$ cat src/rtl/core/prsm_pkg.sv
`timescale 1ns / 1ps
// ----------------------------------------------------------------------------
// prsm_pkg
// Types and constants shared by the pulse-rate speed meter modules.
// ----------------------------------------------------------------------------
package prsm_pkg;

    // item operation codes
    localparam logic OP_PULSE = 1'b0;
    localparam logic OP_READ  = 1'b1;

    // register map, index = paddr[3:2]
    localparam int  ADDR_W  = 4;
    localparam int  IDX_W   = 2;
    localparam logic [IDX_W-1:0] REG_ENABLED = 2'd0;
    localparam logic [IDX_W-1:0] REG_PPM     = 2'd1;
    localparam logic [IDX_W-1:0] REG_TIMEOUT = 2'd2;
    localparam logic [IDX_W-1:0] REG_UNITS   = 2'd3;

    localparam logic [15:0] PPM_RESET     = 16'd4000;
    localparam logic [31:0] TIMEOUT_RESET = 32'd1000;

    // field widths
    localparam int SPEED_W = 24;
    localparam int WORD_W  = 32;
    localparam int PPM_W   = 16;

    localparam logic [SPEED_W-1:0] SPEED_MAX = {SPEED_W{1'b1}};

    // 3600 s * 1e6 us, and the same times 1.60934 for km/h
    localparam logic [32:0] K_MPH = 33'd3600000000;
    localparam logic [32:0] K_KPH = 33'd5793624000;

    // us to ms: floor(x / 1000) = (x * ceil(2^38 / 1000)) >> 38 for any 32-bit x
    localparam logic [WORD_W-1:0] MS_RECIP = 32'd274877907;
    localparam int                MS_SHIFT = 38;

    // divider
    localparam int DIV_W = 48;
    localparam int DVD_W = 32;
    localparam int CNT_W = 6;
    localparam logic [CNT_W-1:0] STEPS_SPEED = 6'd24;

    typedef struct packed {
        logic             enabled;
        logic [PPM_W-1:0] ppm;
        logic [WORD_W-1:0] timeout_ms;
        logic             units_kph;
        logic             clear;
    } prsm_cfg_t;

    typedef struct packed {
        logic             start;
        logic [DIV_W-1:0] rem;
        logic [DVD_W-1:0] dvd;
        logic [DIV_W-1:0] dvs;
        logic [CNT_W-1:0] steps;
    } div_cmd_t;

    typedef struct packed {
        logic             busy;
        logic             done;
        logic [DVD_W-1:0] quo;
    } div_stat_t;

    typedef enum logic [8:0] {
        S_IDLE    = 9'b0_0000_0001,
        S_EVAL    = 9'b0_0000_0010,
        S_MUL1    = 9'b0_0000_0100,
        S_MUL2    = 9'b0_0000_1000,
        S_CMP     = 9'b0_0001_0000,
        S_MS_MUL  = 9'b0_0010_0000,
        S_MS_CMP  = 9'b0_0100_0000,
        S_DIV_SPD = 9'b0_1000_0000,
        S_OUT     = 9'b1_0000_0000
    } state_t;

endpackage

$ cat src/rtl/core/prsm_if.sv
`timescale 1ns / 1ps
// ----------------------------------------------------------------------------
// prsm_in_if / prsm_out_if
// Valid/ready channels of the speed meter: event items in, readings out.
// ----------------------------------------------------------------------------
interface prsm_in_if;
    logic        valid;
    logic        ready;
    logic        op;
    logic [31:0] now_us;

    modport source (output valid, op, now_us, input ready);
    modport sink   (input valid, op, now_us, output ready);
endinterface

interface prsm_out_if;
    logic        valid;
    logic        ready;
    logic [23:0] speed;
    logic [31:0] pulse_count;
    logic [31:0] accumulated_pulses;
    logic [31:0] ms_since_pulse;
    logic        stopped;

    modport source (output valid, speed, pulse_count, accumulated_pulses, ms_since_pulse,
                    stopped, input ready);
    modport sink   (input valid, speed, pulse_count, accumulated_pulses, ms_since_pulse,
                    stopped, output ready);
endinterface

$ cat src/rtl/core/prsm_cfg.sv
`timescale 1ns / 1ps
// ----------------------------------------------------------------------------
// prsm_cfg
// APB register file: enable, pulses per mile, stop timeout, units.
// ----------------------------------------------------------------------------
module prsm_cfg (
    input  logic                        clk,
    input  logic                        rst_n,
    input  logic                        psel,
    input  logic                        penable,
    input  logic                        pwrite,
    input  logic [prsm_pkg::ADDR_W-1:0] paddr,
    input  logic [31:0]                 pwdata,
    output logic [31:0]                 prdata,
    output logic                        pready,
    output prsm_pkg::prsm_cfg_t         cfg
);

    logic                       enabled_reg;
    logic                       enabled_next;
    logic [prsm_pkg::PPM_W-1:0] ppm_reg;
    logic [prsm_pkg::PPM_W-1:0] ppm_next;
    logic [31:0]                timeout_reg;
    logic [31:0]                timeout_next;
    logic                       units_reg;
    logic                       units_next;
    logic                       wr;
    logic [prsm_pkg::IDX_W-1:0] idx;

    assign pready = 1'b1;
    assign wr     = psel && penable && pwrite;
    assign idx    = paddr[prsm_pkg::ADDR_W-1:2];

    always_comb
    begin
        enabled_next = enabled_reg;
        ppm_next     = ppm_reg;
        timeout_next = timeout_reg;
        units_next   = units_reg;
        if (wr)
        begin
            unique case (idx)
                prsm_pkg::REG_ENABLED: enabled_next = pwdata[0];
                prsm_pkg::REG_PPM:     ppm_next     = pwdata[prsm_pkg::PPM_W-1:0];
                prsm_pkg::REG_TIMEOUT: timeout_next = pwdata;
                prsm_pkg::REG_UNITS:   units_next   = pwdata[0];
                default:               ;
            endcase
        end
    end

    always_ff @(posedge clk or negedge rst_n)
    begin
        if (!rst_n)
        begin
            enabled_reg <= 1'b0;
            ppm_reg     <= prsm_pkg::PPM_RESET;
            timeout_reg <= prsm_pkg::TIMEOUT_RESET;
            units_reg   <= 1'b0;
        end
        else
        begin
            enabled_reg <= enabled_next;
            ppm_reg     <= ppm_next;
            timeout_reg <= timeout_next;
            units_reg   <= units_next;
        end
    end

    always_comb
    begin
        unique case (idx)
            prsm_pkg::REG_ENABLED: prdata = {31'b0, enabled_reg};
            prsm_pkg::REG_PPM:     prdata = {16'b0, ppm_reg};
            prsm_pkg::REG_TIMEOUT: prdata = timeout_reg;
            prsm_pkg::REG_UNITS:   prdata = {31'b0, units_reg};
            default:               prdata = 32'b0;
        endcase
    end

    // enabling from off restarts the measurement
    always_comb
    begin
        cfg.enabled    = enabled_reg;
        cfg.ppm        = ppm_reg;
        cfg.timeout_ms = timeout_reg;
        cfg.units_kph  = units_reg;
        cfg.clear      = wr && (idx == prsm_pkg::REG_ENABLED) && pwdata[0] && !enabled_reg;
    end

endmodule

$ cat src/rtl/core/prsm_div.sv
`timescale 1ns / 1ps
// ----------------------------------------------------------------------------
// prsm_div
// Restoring divider, one quotient bit per cycle.
// ----------------------------------------------------------------------------
module prsm_div (
    input  logic                clk,
    input  logic                rst_n,
    input  prsm_pkg::div_cmd_t  cmd,
    output prsm_pkg::div_stat_t stat
);

    localparam int DIV_W = prsm_pkg::DIV_W;
    localparam int DVD_W = prsm_pkg::DVD_W;
    localparam int CNT_W = prsm_pkg::CNT_W;

    logic             busy_reg;
    logic             busy_next;
    logic             done_reg;
    logic             done_next;
    logic [CNT_W-1:0] cnt_reg;
    logic [CNT_W-1:0] cnt_next;
    logic [DIV_W-1:0] rem_reg;
    logic [DIV_W-1:0] rem_next;
    logic [DVD_W-1:0] dvd_reg;
    logic [DVD_W-1:0] dvd_next;
    logic [DIV_W-1:0] dvs_reg;
    logic [DIV_W-1:0] dvs_next;
    logic [DVD_W-1:0] quo_reg;
    logic [DVD_W-1:0] quo_next;
    logic [DIV_W:0]   trial;
    logic [DIV_W:0]   diff;
    logic             ge;

    // remainder stays below the divisor, so the shifted trial fits DIV_W+1 bits
    assign trial = {rem_reg, dvd_reg[DVD_W-1]};
    assign diff  = trial - {1'b0, dvs_reg};
    assign ge    = trial >= {1'b0, dvs_reg};

    always_comb
    begin
        busy_next = busy_reg;
        done_next = 1'b0;
        cnt_next  = cnt_reg;
        rem_next  = rem_reg;
        dvd_next  = dvd_reg;
        dvs_next  = dvs_reg;
        quo_next  = quo_reg;
        if (cmd.start)
        begin
            busy_next = 1'b1;
            cnt_next  = cmd.steps;
            rem_next  = cmd.rem;
            dvd_next  = cmd.dvd;
            dvs_next  = cmd.dvs;
            quo_next  = '0;
        end
        else if (busy_reg)
        begin
            rem_next = ge ? diff[DIV_W-1:0] : trial[DIV_W-1:0];
            dvd_next = {dvd_reg[DVD_W-2:0], 1'b0};
            quo_next = {quo_reg[DVD_W-2:0], ge};
            cnt_next = cnt_reg - CNT_W'(1);
            if (cnt_reg == CNT_W'(1))
            begin
                busy_next = 1'b0;
                done_next = 1'b1;
            end
        end
    end

    always_ff @(posedge clk or negedge rst_n)
    begin
        if (!rst_n)
        begin
            busy_reg <= 1'b0;
            done_reg <= 1'b0;
            cnt_reg  <= '0;
        end
        else
        begin
            busy_reg <= busy_next;
            done_reg <= done_next;
            cnt_reg  <= cnt_next;
        end
    end

    always_ff @(posedge clk)
    begin
        rem_reg <= rem_next;
        dvd_reg <= dvd_next;
        dvs_reg <= dvs_next;
        quo_reg <= quo_next;
    end

    always_comb
    begin
        stat.busy = busy_reg;
        stat.done = done_reg;
        stat.quo  = quo_reg;
    end

endmodule

$ cat src/rtl/core/pulse_rate_speed_meter_unit.sv
`timescale 1ns / 1ps
// ----------------------------------------------------------------------------
// pulse_rate_speed_meter_unit
// Pulse counter and speed reading sequencer around one divider.
// ----------------------------------------------------------------------------
//  channel  | dir | handshake       | payload
//  in_ch    | in  | valid / ready   | op, now_us
//  out_ch   | out | valid / ready   | speed, pulse_count, accumulated_pulses,
//           |     |                 | ms_since_pulse, stopped
//  APB      | in  | psel / penable  | paddr, pwdata, prdata (pready always high)
//
// A pulse item is handled in S_IDLE without leaving it. A read goes from
// S_EVAL straight to S_OUT when disabled, on a baseline or with nothing to
// time; a speed takes two multiplier passes, a saturation compare and 24
// divider steps, and the ms age alone takes one reciprocal multiply and
// the timeout compare.
// in_ch.ready is low from a read's acceptance until its result is taken.
// Reset clears all counters and stamps; no clearing pass is needed.
// ----------------------------------------------------------------------------
module pulse_rate_speed_meter_unit #(
    parameter int SPEED_FRAC_BITS = 8
) (
    input  logic                        clk,
    input  logic                        rst_n,
    input  logic                        psel,
    input  logic                        penable,
    input  logic                        pwrite,
    input  logic [prsm_pkg::ADDR_W-1:0] paddr,
    input  logic [31:0]                 pwdata,
    output logic [31:0]                 prdata,
    output logic                        pready,
    prsm_in_if.sink                     in_ch,
    prsm_out_if.source                  out_ch
);

    localparam int W     = prsm_pkg::WORD_W;
    localparam int SW    = prsm_pkg::SPEED_W;
    localparam int DIV_W = prsm_pkg::DIV_W;
    localparam int N_W   = 65 + SPEED_FRAC_BITS;
    localparam int HI_W  = N_W - SW;
    localparam int CMP_W = (HI_W > DIV_W) ? HI_W : DIV_W;

    prsm_pkg::prsm_cfg_t cfg;
    prsm_pkg::div_cmd_t  div_cmd;
    prsm_pkg::div_stat_t div_stat;

    prsm_pkg::state_t state_reg;
    prsm_pkg::state_t state_next;

    // measurement state
    logic [W-1:0]  pulse_total_reg;
    logic [W-1:0]  pulse_total_next;
    logic [W-1:0]  last_total_reg;
    logic [W-1:0]  last_total_next;
    logic [W-1:0]  last_read_reg;
    logic [W-1:0]  last_read_next;
    logic          baseline_reg;
    logic          baseline_next;
    logic [W-1:0]  last_pulse_reg;
    logic [W-1:0]  last_pulse_next;
    logic          pulse_seen_reg;
    logic          pulse_seen_next;
    logic [W-1:0]  delta_sum_reg;
    logic [W-1:0]  delta_sum_next;

    // working registers
    logic [W-1:0]     now_reg;
    logic [W-1:0]     now_next;
    logic [W-1:0]     delta_reg;
    logic [W-1:0]     delta_next;
    logic [W-1:0]     elapsed_reg;
    logic [W-1:0]     elapsed_next;
    logic [63:0]      prod_reg;
    logic [63:0]      prod_next;
    logic [N_W-1:0]   num_reg;
    logic [N_W-1:0]   num_next;
    logic             chk_stop_reg;
    logic             chk_stop_next;

    // result registers
    logic [SW-1:0]    speed_reg;
    logic [SW-1:0]    speed_next;
    logic [W-1:0]     count_reg;
    logic [W-1:0]     count_next;
    logic [W-1:0]     since_reg;
    logic [W-1:0]     since_next;
    logic             stop_reg;
    logic             stop_next;

    logic             accept;
    logic [W-1:0]     delta_c;
    logic [W-1:0]     elapsed_c;
    logic             stamp;
    logic [32:0]      k_sel;
    logic [W-1:0]     mul_a;
    logic [W-1:0]     mul_b;
    logic [63:0]      mul_p;
    logic [64:0]      num_sum;
    logic [CMP_W-1:0] num_hi;
    logic [CMP_W-1:0] den_ext;
    logic             ovf;
    logic [W-1:0]     ms_age;

    prsm_cfg u_cfg (
        .clk     (clk),
        .rst_n   (rst_n),
        .psel    (psel),
        .penable (penable),
        .pwrite  (pwrite),
        .paddr   (paddr),
        .pwdata  (pwdata),
        .prdata  (prdata),
        .pready  (pready),
        .cfg     (cfg)
    );

    prsm_div u_div (
        .clk   (clk),
        .rst_n (rst_n),
        .cmd   (div_cmd),
        .stat  (div_stat)
    );

    assign in_ch.ready = (state_reg == prsm_pkg::S_IDLE);
    assign accept      = in_ch.valid && in_ch.ready;

    assign delta_c   = pulse_total_reg - last_total_reg;
    assign elapsed_c = now_reg - last_read_reg;
    assign stamp     = baseline_reg && (delta_c != '0);
    assign k_sel     = cfg.units_kph ? prsm_pkg::K_KPH : prsm_pkg::K_MPH;

    // one 32x32 multiplier: delta * K[31:0] first, then elapsed * ppm;
    // the ms age goes through it once, times the reciprocal of 1000
    always_comb
    begin
        mul_a = elapsed_reg;
        mul_b = {{(W-prsm_pkg::PPM_W){1'b0}}, cfg.ppm};
        if (state_reg == prsm_pkg::S_MUL1)
        begin
            mul_a = delta_reg;
            mul_b = k_sel[W-1:0];
        end
        else if (state_reg == prsm_pkg::S_MS_MUL)
        begin
            mul_a = delta_reg;
            mul_b = prsm_pkg::MS_RECIP;
        end
    end

    assign mul_p = 64'(mul_a) * 64'(mul_b);

    assign ms_age = W'(prod_reg[63:prsm_pkg::MS_SHIFT]);

    assign num_sum = {1'b0, prod_reg} + (k_sel[32] ? {1'b0, delta_reg, 32'b0} : 65'b0);

    // quotient fits 24 bits only if the numerator's top part is below the divisor
    assign num_hi  = CMP_W'(num_reg[N_W-1:SW]);
    assign den_ext = CMP_W'(prod_reg[DIV_W-1:0]);
    assign ovf     = num_hi >= den_ext;

    always_comb
    begin
        state_next       = state_reg;
        pulse_total_next = pulse_total_reg;
        last_total_next  = last_total_reg;
        last_read_next   = last_read_reg;
        baseline_next    = baseline_reg;
        last_pulse_next  = last_pulse_reg;
        pulse_seen_next  = pulse_seen_reg;
        delta_sum_next   = delta_sum_reg;
        now_next         = now_reg;
        delta_next       = delta_reg;
        elapsed_next     = elapsed_reg;
        prod_next        = prod_reg;
        num_next         = num_reg;
        chk_stop_next    = chk_stop_reg;
        speed_next       = speed_reg;
        count_next       = count_reg;
        since_next       = since_reg;
        stop_next        = stop_reg;
        div_cmd.start    = 1'b0;
        div_cmd.rem      = '0;
        div_cmd.dvd      = '0;
        div_cmd.dvs      = '0;
        div_cmd.steps    = prsm_pkg::STEPS_SPEED;

        unique case (state_reg)
            prsm_pkg::S_IDLE:
            begin
                if (accept)
                begin
                    if (in_ch.op == prsm_pkg::OP_READ)
                    begin
                        now_next   = in_ch.now_us;
                        state_next = prsm_pkg::S_EVAL;
                    end
                    else if (cfg.enabled)
                    begin
                        pulse_total_next = pulse_total_reg + W'(1);
                    end
                end
            end

            prsm_pkg::S_EVAL:
            begin
                speed_next = '0;
                stop_next  = 1'b0;
                state_next = prsm_pkg::S_OUT;
                if (!cfg.enabled)
                begin
                    count_next = '0;
                    since_next = '1;
                end
                else
                begin
                    count_next      = pulse_total_reg;
                    last_total_next = pulse_total_reg;
                    last_read_next  = now_reg;
                    baseline_next   = 1'b1;
                    delta_next      = delta_c;
                    elapsed_next    = elapsed_c;
                    chk_stop_next   = baseline_reg;
                    if (stamp)
                    begin
                        last_pulse_next = now_reg;
                        pulse_seen_next = 1'b1;
                        delta_sum_next  = delta_sum_reg + delta_c;
                        since_next      = '0;
                        if (elapsed_c != '0)
                        begin
                            state_next = prsm_pkg::S_MUL1;
                        end
                    end
                    else if (pulse_seen_reg)
                    begin
                        // age of the last stamp in us, scaled to ms next
                        delta_next = now_reg - last_pulse_reg;
                        state_next = prsm_pkg::S_MS_MUL;
                    end
                    else
                    begin
                        since_next = '1;
                    end
                end
            end

            prsm_pkg::S_MUL1:
            begin
                prod_next  = mul_p;
                state_next = prsm_pkg::S_MUL2;
            end

            prsm_pkg::S_MUL2:
            begin
                num_next   = N_W'(num_sum) << SPEED_FRAC_BITS;
                prod_next  = mul_p;
                state_next = prsm_pkg::S_CMP;
            end

            prsm_pkg::S_CMP:
            begin
                if (ovf)
                begin
                    speed_next = prsm_pkg::SPEED_MAX;
                    state_next = prsm_pkg::S_OUT;
                end
                else
                begin
                    div_cmd.start = 1'b1;
                    div_cmd.rem   = num_hi[DIV_W-1:0];
                    div_cmd.dvd   = {num_reg[SW-1:0], {(prsm_pkg::DVD_W-SW){1'b0}}};
                    div_cmd.dvs   = prod_reg[DIV_W-1:0];
                    div_cmd.steps = prsm_pkg::STEPS_SPEED;
                    state_next    = prsm_pkg::S_DIV_SPD;
                end
            end

            prsm_pkg::S_MS_MUL:
            begin
                prod_next  = mul_p;
                state_next = prsm_pkg::S_MS_CMP;
            end

            prsm_pkg::S_MS_CMP:
            begin
                since_next = ms_age;
                stop_next  = chk_stop_reg && (ms_age > cfg.timeout_ms);
                state_next = prsm_pkg::S_OUT;
            end

            prsm_pkg::S_DIV_SPD:
            begin
                if (div_stat.done)
                begin
                    speed_next = div_stat.quo[SW-1:0];
                    state_next = prsm_pkg::S_OUT;
                end
            end

            prsm_pkg::S_OUT:
            begin
                if (out_ch.ready)
                begin
                    state_next = prsm_pkg::S_IDLE;
                end
            end

            default:
            begin
                state_next = prsm_pkg::S_IDLE;
            end
        endcase

        if (cfg.clear)
        begin
            pulse_total_next = '0;
            last_total_next  = '0;
            last_read_next   = '0;
            baseline_next    = 1'b0;
            last_pulse_next  = '0;
            pulse_seen_next  = 1'b0;
            delta_sum_next   = '0;
        end
    end

    always_ff @(posedge clk or negedge rst_n)
    begin
        if (!rst_n)
        begin
            state_reg       <= prsm_pkg::S_IDLE;
            pulse_total_reg <= '0;
            last_total_reg  <= '0;
            last_read_reg   <= '0;
            baseline_reg    <= 1'b0;
            last_pulse_reg  <= '0;
            pulse_seen_reg  <= 1'b0;
            delta_sum_reg   <= '0;
        end
        else
        begin
            state_reg       <= state_next;
            pulse_total_reg <= pulse_total_next;
            last_total_reg  <= last_total_next;
            last_read_reg   <= last_read_next;
            baseline_reg    <= baseline_next;
            last_pulse_reg  <= last_pulse_next;
            pulse_seen_reg  <= pulse_seen_next;
            delta_sum_reg   <= delta_sum_next;
        end
    end

    always_ff @(posedge clk)
    begin
        now_reg      <= now_next;
        delta_reg    <= delta_next;
        elapsed_reg  <= elapsed_next;
        prod_reg     <= prod_next;
        num_reg      <= num_next;
        chk_stop_reg <= chk_stop_next;
        speed_reg    <= speed_next;
        count_reg    <= count_next;
        since_reg    <= since_next;
        stop_reg     <= stop_next;
    end

    assign out_ch.valid              = (state_reg == prsm_pkg::S_OUT);
    assign out_ch.speed              = speed_reg;
    assign out_ch.pulse_count        = count_reg;
    assign out_ch.accumulated_pulses = delta_sum_reg;
    assign out_ch.ms_since_pulse     = since_reg;
    assign out_ch.stopped            = stop_reg;

endmodule

$ cat src/flat_wrapper.sv
// flat-port wrapper written by rule: the top's interface ports become plain ports
module pulse_rate_speed_meter_unit_flat 
#(
    parameter int SPEED_FRAC_BITS = 8
)
  (clk, rst_n, psel, penable, pwrite, paddr, pwdata, prdata, pready, in_ch_valid, in_ch_op, in_ch_now_us, in_ch_ready, out_ch_valid, out_ch_speed, out_ch_pulse_count, out_ch_accumulated_pulses, out_ch_ms_since_pulse, out_ch_stopped, out_ch_ready);
  prsm_in_if in_ch_i ();
  prsm_out_if out_ch_i ();
  input  logic clk;
  input  logic rst_n;
  input  logic psel;
  input  logic penable;
  input  logic pwrite;
  input  logic [prsm_pkg::ADDR_W-1:0] paddr;
  input  logic [31:0] pwdata;
  output logic [31:0] prdata;
  output logic pready;
  input wire logic [$bits(in_ch_i.valid)-1:0] in_ch_valid;
  input wire logic [$bits(in_ch_i.op)-1:0] in_ch_op;
  input wire logic [$bits(in_ch_i.now_us)-1:0] in_ch_now_us;
  output wire logic [$bits(in_ch_i.ready)-1:0] in_ch_ready;
  output wire logic [$bits(out_ch_i.valid)-1:0] out_ch_valid;
  output wire logic [$bits(out_ch_i.speed)-1:0] out_ch_speed;
  output wire logic [$bits(out_ch_i.pulse_count)-1:0] out_ch_pulse_count;
  output wire logic [$bits(out_ch_i.accumulated_pulses)-1:0] out_ch_accumulated_pulses;
  output wire logic [$bits(out_ch_i.ms_since_pulse)-1:0] out_ch_ms_since_pulse;
  output wire logic [$bits(out_ch_i.stopped)-1:0] out_ch_stopped;
  input wire logic [$bits(out_ch_i.ready)-1:0] out_ch_ready;
  assign in_ch_i.valid = in_ch_valid;
  assign in_ch_i.op = in_ch_op;
  assign in_ch_i.now_us = in_ch_now_us;
  assign in_ch_ready = in_ch_i.ready;
  assign out_ch_valid = out_ch_i.valid;
  assign out_ch_speed = out_ch_i.speed;
  assign out_ch_pulse_count = out_ch_i.pulse_count;
  assign out_ch_accumulated_pulses = out_ch_i.accumulated_pulses;
  assign out_ch_ms_since_pulse = out_ch_i.ms_since_pulse;
  assign out_ch_stopped = out_ch_i.stopped;
  assign out_ch_i.ready = out_ch_ready;
  pulse_rate_speed_meter_unit #(.SPEED_FRAC_BITS(SPEED_FRAC_BITS)) u_core (.clk(clk), .rst_n(rst_n), .psel(psel), .penable(penable), .pwrite(pwrite), .paddr(paddr), .pwdata(pwdata), .prdata(prdata), .pready(pready), .in_ch(in_ch_i), .out_ch(out_ch_i));
endmodule
$ cat config.mk
export PLATFORM = sky130hd
export DESIGN_NAME = pulse_rate_speed_meter_unit_flat
export DESIGN_NICKNAME = d
export VERILOG_FILES = /design/src/rtl/core/prsm_pkg.sv /design/src/rtl/core/prsm_if.sv /design/src/rtl/core/prsm_cfg.sv /design/src/rtl/core/prsm_div.sv /design/src/rtl/core/pulse_rate_speed_meter_unit.sv /design/src/flat_wrapper.sv
export SDC_FILE = /design/constraint.sdc
export NUM_CORES = 2
export LEC_CHECK = 0
export BUFFER_PORTS_ARGS = -buffer_cell sky130_fd_sc_hd__buf_2
export CAP_MARGIN = 30
export CORE_ASPECT_RATIO = 1.4
export CORE_MARGIN = 2
export CORE_UTILIZATION = 48
export CTS_CLUSTER_DIAMETER = 200
export CTS_CLUSTER_SIZE = 28
export DETAILED_ROUTE_END_ITERATION = 16
export SYNTH_ARGS = -nofsm -noshare
export SYNTH_HDL_FRONTEND = slang
export SYNTH_HIERARCHICAL = 1
export SYNTH_SLANG_ARGS = --single-unit
$ cat constraint.sdc
create_clock -name clk -period 12.75 [get_ports clk]
set_input_delay 1.275 -clock clk [delete_from_list [all_inputs] [get_ports clk]]
set_output_delay 1.275 -clock clk [all_outputs]
set_load 0.005 [all_outputs]
* Word-level counts from Yosys, hierarchy flattened
Index checks and enable logic that the tools add are counted.
** Operators by class
- Reductions and logical operators :: 34
- Bitwise gates (word level) :: 1
- Magnitude comparators :: 3
- Divide/modulo/power cells :: 0
- Shift-type cells :: 0
- Eq/ne operators :: 20
- $mul :: 1
- Mux-type cells :: 68
- $add $sub $neg :: 8
** Operators with widths (count)
- two-way mux 32 bit :: 29
- two-way mux 135 bit :: 2
- two-way mux 48 bit :: 3
- case mux 32 bit (4 select lines) :: 1
- >= comparator 49 x 48 -> 1 bit :: 2
- subtractor 32 bit :: 3
- two-way mux 9 bit :: 9
- case mux 9 bit (9 select lines) :: 1
- case mux 24 bit (3 select lines) :: 1
- adder 64 x 65 -> 65 bit :: 1
- multiplier 32 x 32 -> 64 bit :: 1
- two-way mux 64 bit :: 1
- case mux 32 bit (2 select lines) :: 1
- nonzero test 32 bit :: 2
- two-way mux 24 bit :: 2
- subtractor 48 bit :: 1
- two-way mux 33 bit :: 1
- adder 32 x 1 -> 32 bit (second input constant) :: 1
- adder 32 bit :: 1
- greater-than comparator 26 x 32 -> 1 bit :: 1
- two-way mux 29 bit :: 1
- AND reduction 2 bit :: 7
- nonzero test 2 bit :: 7
- two-way mux 1 bit :: 13
- 27 further kinds :: 43
** Word-level totals
- Bits in registers :: 696
- RAM bits :: 0
- Bits in latches :: 0
- Memories :: 0
- Memory bits (read-only) :: 0

* Depth between registers and ports, before layout
- Depth in word-level cells :: 7
- Mapped depth :: 37
- Depth with buffers taken out :: 35

* Modules after synthesis
Netlist, hierarchy kept.
** Modules (own cells, without submodules)
- pulse_rate_speed_meter_unit :: area each 59314.4 µm², cells each 6423, seq. area each 13589.3 µm², instances 1
- prsm_div :: area each 9823.2 µm², cells each 950, seq. area each 4684.5 µm², instances 1
- prsm_cfg :: area each 2262.2 µm², cells each 153, seq. area each 1266.2 µm², instances 1

* Worst setup path after synthesis
OpenSTA, ideal clock, no wires.
- Kind :: reg-to-reg
- Start :: reg u_core.state_reg[3]
- End :: reg u_core.prod_reg[63], data pin
- Clock period less this slack :: 9.389 ns
- Required time :: 12.485 ns
- Cell stages (with the launch flop) :: 36
- Arrival time :: 9.124 ns
- Library setup time :: 0.265 ns
- Path slack :: 3.361 ns
- Cells stage by stage :: dfrtp_1 -> nor4_1 -> nor2b_1 -> and4b_1 -> nand2b_1 -> clkbuf_1 -> buf_1 -> nor2_1 -> nor2_1 -> clkbuf_1 -> nand2_1 -> fa_1 -> inv_1 -> fa_1 -> inv_1 -> fa_1 -> fa_1 -> inv_1 -> fa_1 -> inv_1 -> fa_1 -> fa_1 -> fa_1 -> inv_1 -> ha_1 -> and3_1 -> a31oi_1 -> o21ai_0 -> a31oi_1 -> o31ai_1 -> nand2_1 -> o21ai_0 -> a31oi_1 -> o31ai_1 -> a221oi_1 -> xnor2_1
** On the way
- Cells in the longest elaborated chain, start to end :: 4
** Ends and longest elaborated chain
- start, declared :: line pulse_rate_speed_meter_unit.sv:47 : prsm_pkg::state_t state_reg;
- start signal, assigned :: line pulse_rate_speed_meter_unit.sv:330 : state_reg <= prsm_pkg::S_IDLE;
- start signal, assigned :: line pulse_rate_speed_meter_unit.sv:341 : state_reg <= state_next;
- == test 9 x 6 -> 1 bit :: line pulse_rate_speed_meter_unit.sv:143 : else if (state_reg == prsm_pkg::S_MS_MUL)
- two-way mux 32 bit / two-way mux 29 bit (equally long branches) :: line pulse_rate_speed_meter_unit.sv:143
- two-way mux 32 bit :: line pulse_rate_speed_meter_unit.sv:138 : if (state_reg == prsm_pkg::S_MUL1)
- multiplier 32 x 32 -> 64 bit * :: line pulse_rate_speed_meter_unit.sv:150 : assign mul_p = 64'(mul_a) * 64'(mul_b);
- named net u_core.mul_p[63] :: line pulse_rate_speed_meter_unit.sv:97 : logic [63:0] mul_p;
- end signal, assigned :: line pulse_rate_speed_meter_unit.sv:357 : prod_reg <= prod_next;
- end, declared :: line pulse_rate_speed_meter_unit.sv:73 : logic [63:0] prod_reg;
Mark *: on every way through the listed nets, which the timed path passes. The rest lies on a longest branch.
A chain may end at the register's enable or synchronous reset.

* Worst setup path in the final report
- Start :: reg u_core.state_reg[3]
- End :: reg u_core.prod_reg[58], data pin
The elaborated chain is that of the path after synthesis.

==> results.json <==
{
  "drt_iter0_markers": 3739,
  "grt_usage_pct": 29.77,
  "worst_setup_path_end_kind": "flip-flop",
  "critPathMaxStageDelay_ns": 0.59,
  "finalSetupViolCount": 0,
  "wl_per_cell_um": 23.49,
  "layout-drive-gt1-share_pct": 7.506,
  "crit_slowest_cell": "and2_0",
  "path_class": "reg2reg",
  "mostFrequentLayoutCells": "inv_1 (1205), nand2_1 (930), fa_1 (798), ha_1 (608), nor2_1 (500)",
  "finalSetupTns_ns": 0,
  "outcome": "finished, final reports clean",
  "cts_buffer_depth": 3,
  "first_global_vias": 55090,
  "report.final.slew_viol_count": 0,
  "place_area_um2": 74720,
  "final_cell_count_no_fill": 9599,
  "finalCritPeriodShare_pct": 87.71,
  "cp_common_cell": "fa_1",
  "gpl.final_weighted_congestion": 1.001,
  "worst-path-max-fanout": 109,
  "synth_area_um2": 71120,
  "cts_resized": 0,
  "layout_commonest_cell": "inv_1",
  "clkTransAtPathRegs_ns": 0.11,
  "netlist_instances": 7501,
  "h-tree-depth": 1,
  "antenna_found_initial": 10,
  "maxCapViolations": 0,
  "initial_utilization_pct": 48.21,
  "hold_path_class": "reg2reg",
  "area_growth_pct": 6.310,
  "routed_via_density": 5.626,
  "io_buffers": 228,
  "finalInstanceArea_um2": 75610,
  "die_h_um": 459.5,
  "dr.pass1.iters": 8,
  "cts-buffers-inserted": 29,
  "vias": 54000,
  "drt_wl_total_mm": 225.4,
  "grt_max_degree": 122,
  "placed_cells": 9536,
  "cts_tree": "done",
  "finalHoldViolations": 0,
  "cts_sinks": 691,
  "die_area_um2": 151300,
  "die_w_um": 329.3,
  "clock.fmax_mhz": 89.42,
  "relSlewSlack_pct": 29.52,
  "period_needed_ns": 11.18,
  "final.fill_count": 13910,
  "rows": 167,
  "start_kind": "flip-flop",
  "fin_nets": 9107,
  "cp_data_arrival_time_ns": 11.63,
  "worst_skew_pair.late_latency_ns": 0.69,
  "worst_pin_slew_ns": 1.055,
  "globalRoute.totalOverflow": 0,
  "clk_root_buffer_cell": "clkbuf_16",
  "largest_reg_flops": 65,
  "ios": 232,
  "rsz0062_at_grt": "no",
  "ant_nets": 0,
  "syn_avg_cell_area_um2": 9.482,
  "holdWs_ns": 0.5079,
  "fin_skew_ns": 0.02114,
  "core_um2": 147500,
  "cts_hold_buf": 0,
  "drc_errors": 0,
  "ys.warnings.count": 6,
  "dp_hpwl_mm": 187.6,
  "grt_pass1_wl_mm": 338.1,
  "post_cts_buffers": 0,
  "required_ns": 13.19
}
==> layout make-up <==
| type | count | area [µm²] | area share [%] |
|---|---|---|---|
| diodes | 9 | 22.52 | 0.02979 |
| clock buffers | 51 | 808.3 | 1.069 |
| clock inverters | 2 | 46.29 | 0.06123 |
| inverters | 1209 | 4541 | 6.005 |
| multi-input cells | 5332 | 46130 | 61.01 |
| flip-flops and latches | 691 | 19380 | 25.63 |
| well taps | 1943 | 2431 | 3.215 |
| repair buffers | 362 | 2252 | 2.979 |
==> metal layers <==
layer / vias up / track usage, % / routed length (µm)
met2: 1650 / 53.14 / 113500
met5: - / 0 / 0
met1: 26870 / 34.77 / 85140
met4: 0 / 17.24 / 16130
met3: 529 / 2.674 / 10640
li1: 24960 / - / -
==> path summary, 6_finish.rpt <==
path | start | end | slack [ns] | cells past startpoint
min | u_core/prod_reg[1] | u_core/num_reg[9] | 0.51 | 0
min in group asynchronous | rst_n | u_core/last_total_reg[15] | 0.63 | 1
min reg2reg | u_core/prod_reg[1] | u_core/num_reg[9] | 0.51 | 0
max reg2reg | u_core/state_reg[3] | u_core/prod_reg[58] | 1.57 | 35
max in group asynchronous | rst_n | u_core/u_div/busy_reg | 10.78 | 2
max | u_core/state_reg[3] | u_core/prod_reg[58] | 1.57 | 35
==> critical path: cells and delay by family (launching register included) <==
| kind | cells | cell delay [ns] |
|---|---|---|
| compound gates | 8 | 1.84 |
| xor+xnor | 1 | 0.08 |
| fa+ha+maj | 9 | 4.34 |
| buf+inv | 9 | 1.54 |
| flops | 1 | 0.44 |
| simple gates | 8 | 2.47 |
==> per-stage QoR <==
step,setup WS (ns),util (%)
5_1_grt,1.035,51.24
2_1_floorplan,3.361,-
3_3_place_gp,1.818,50.57
3_5_place_dp,1.819,50.65
6_report,1.567,51.25
4_1_cts,1.764,51.23
Power is not shown: default switching activity piles up to over one toggle a cycle in this logic, so the estimate is an artifact.
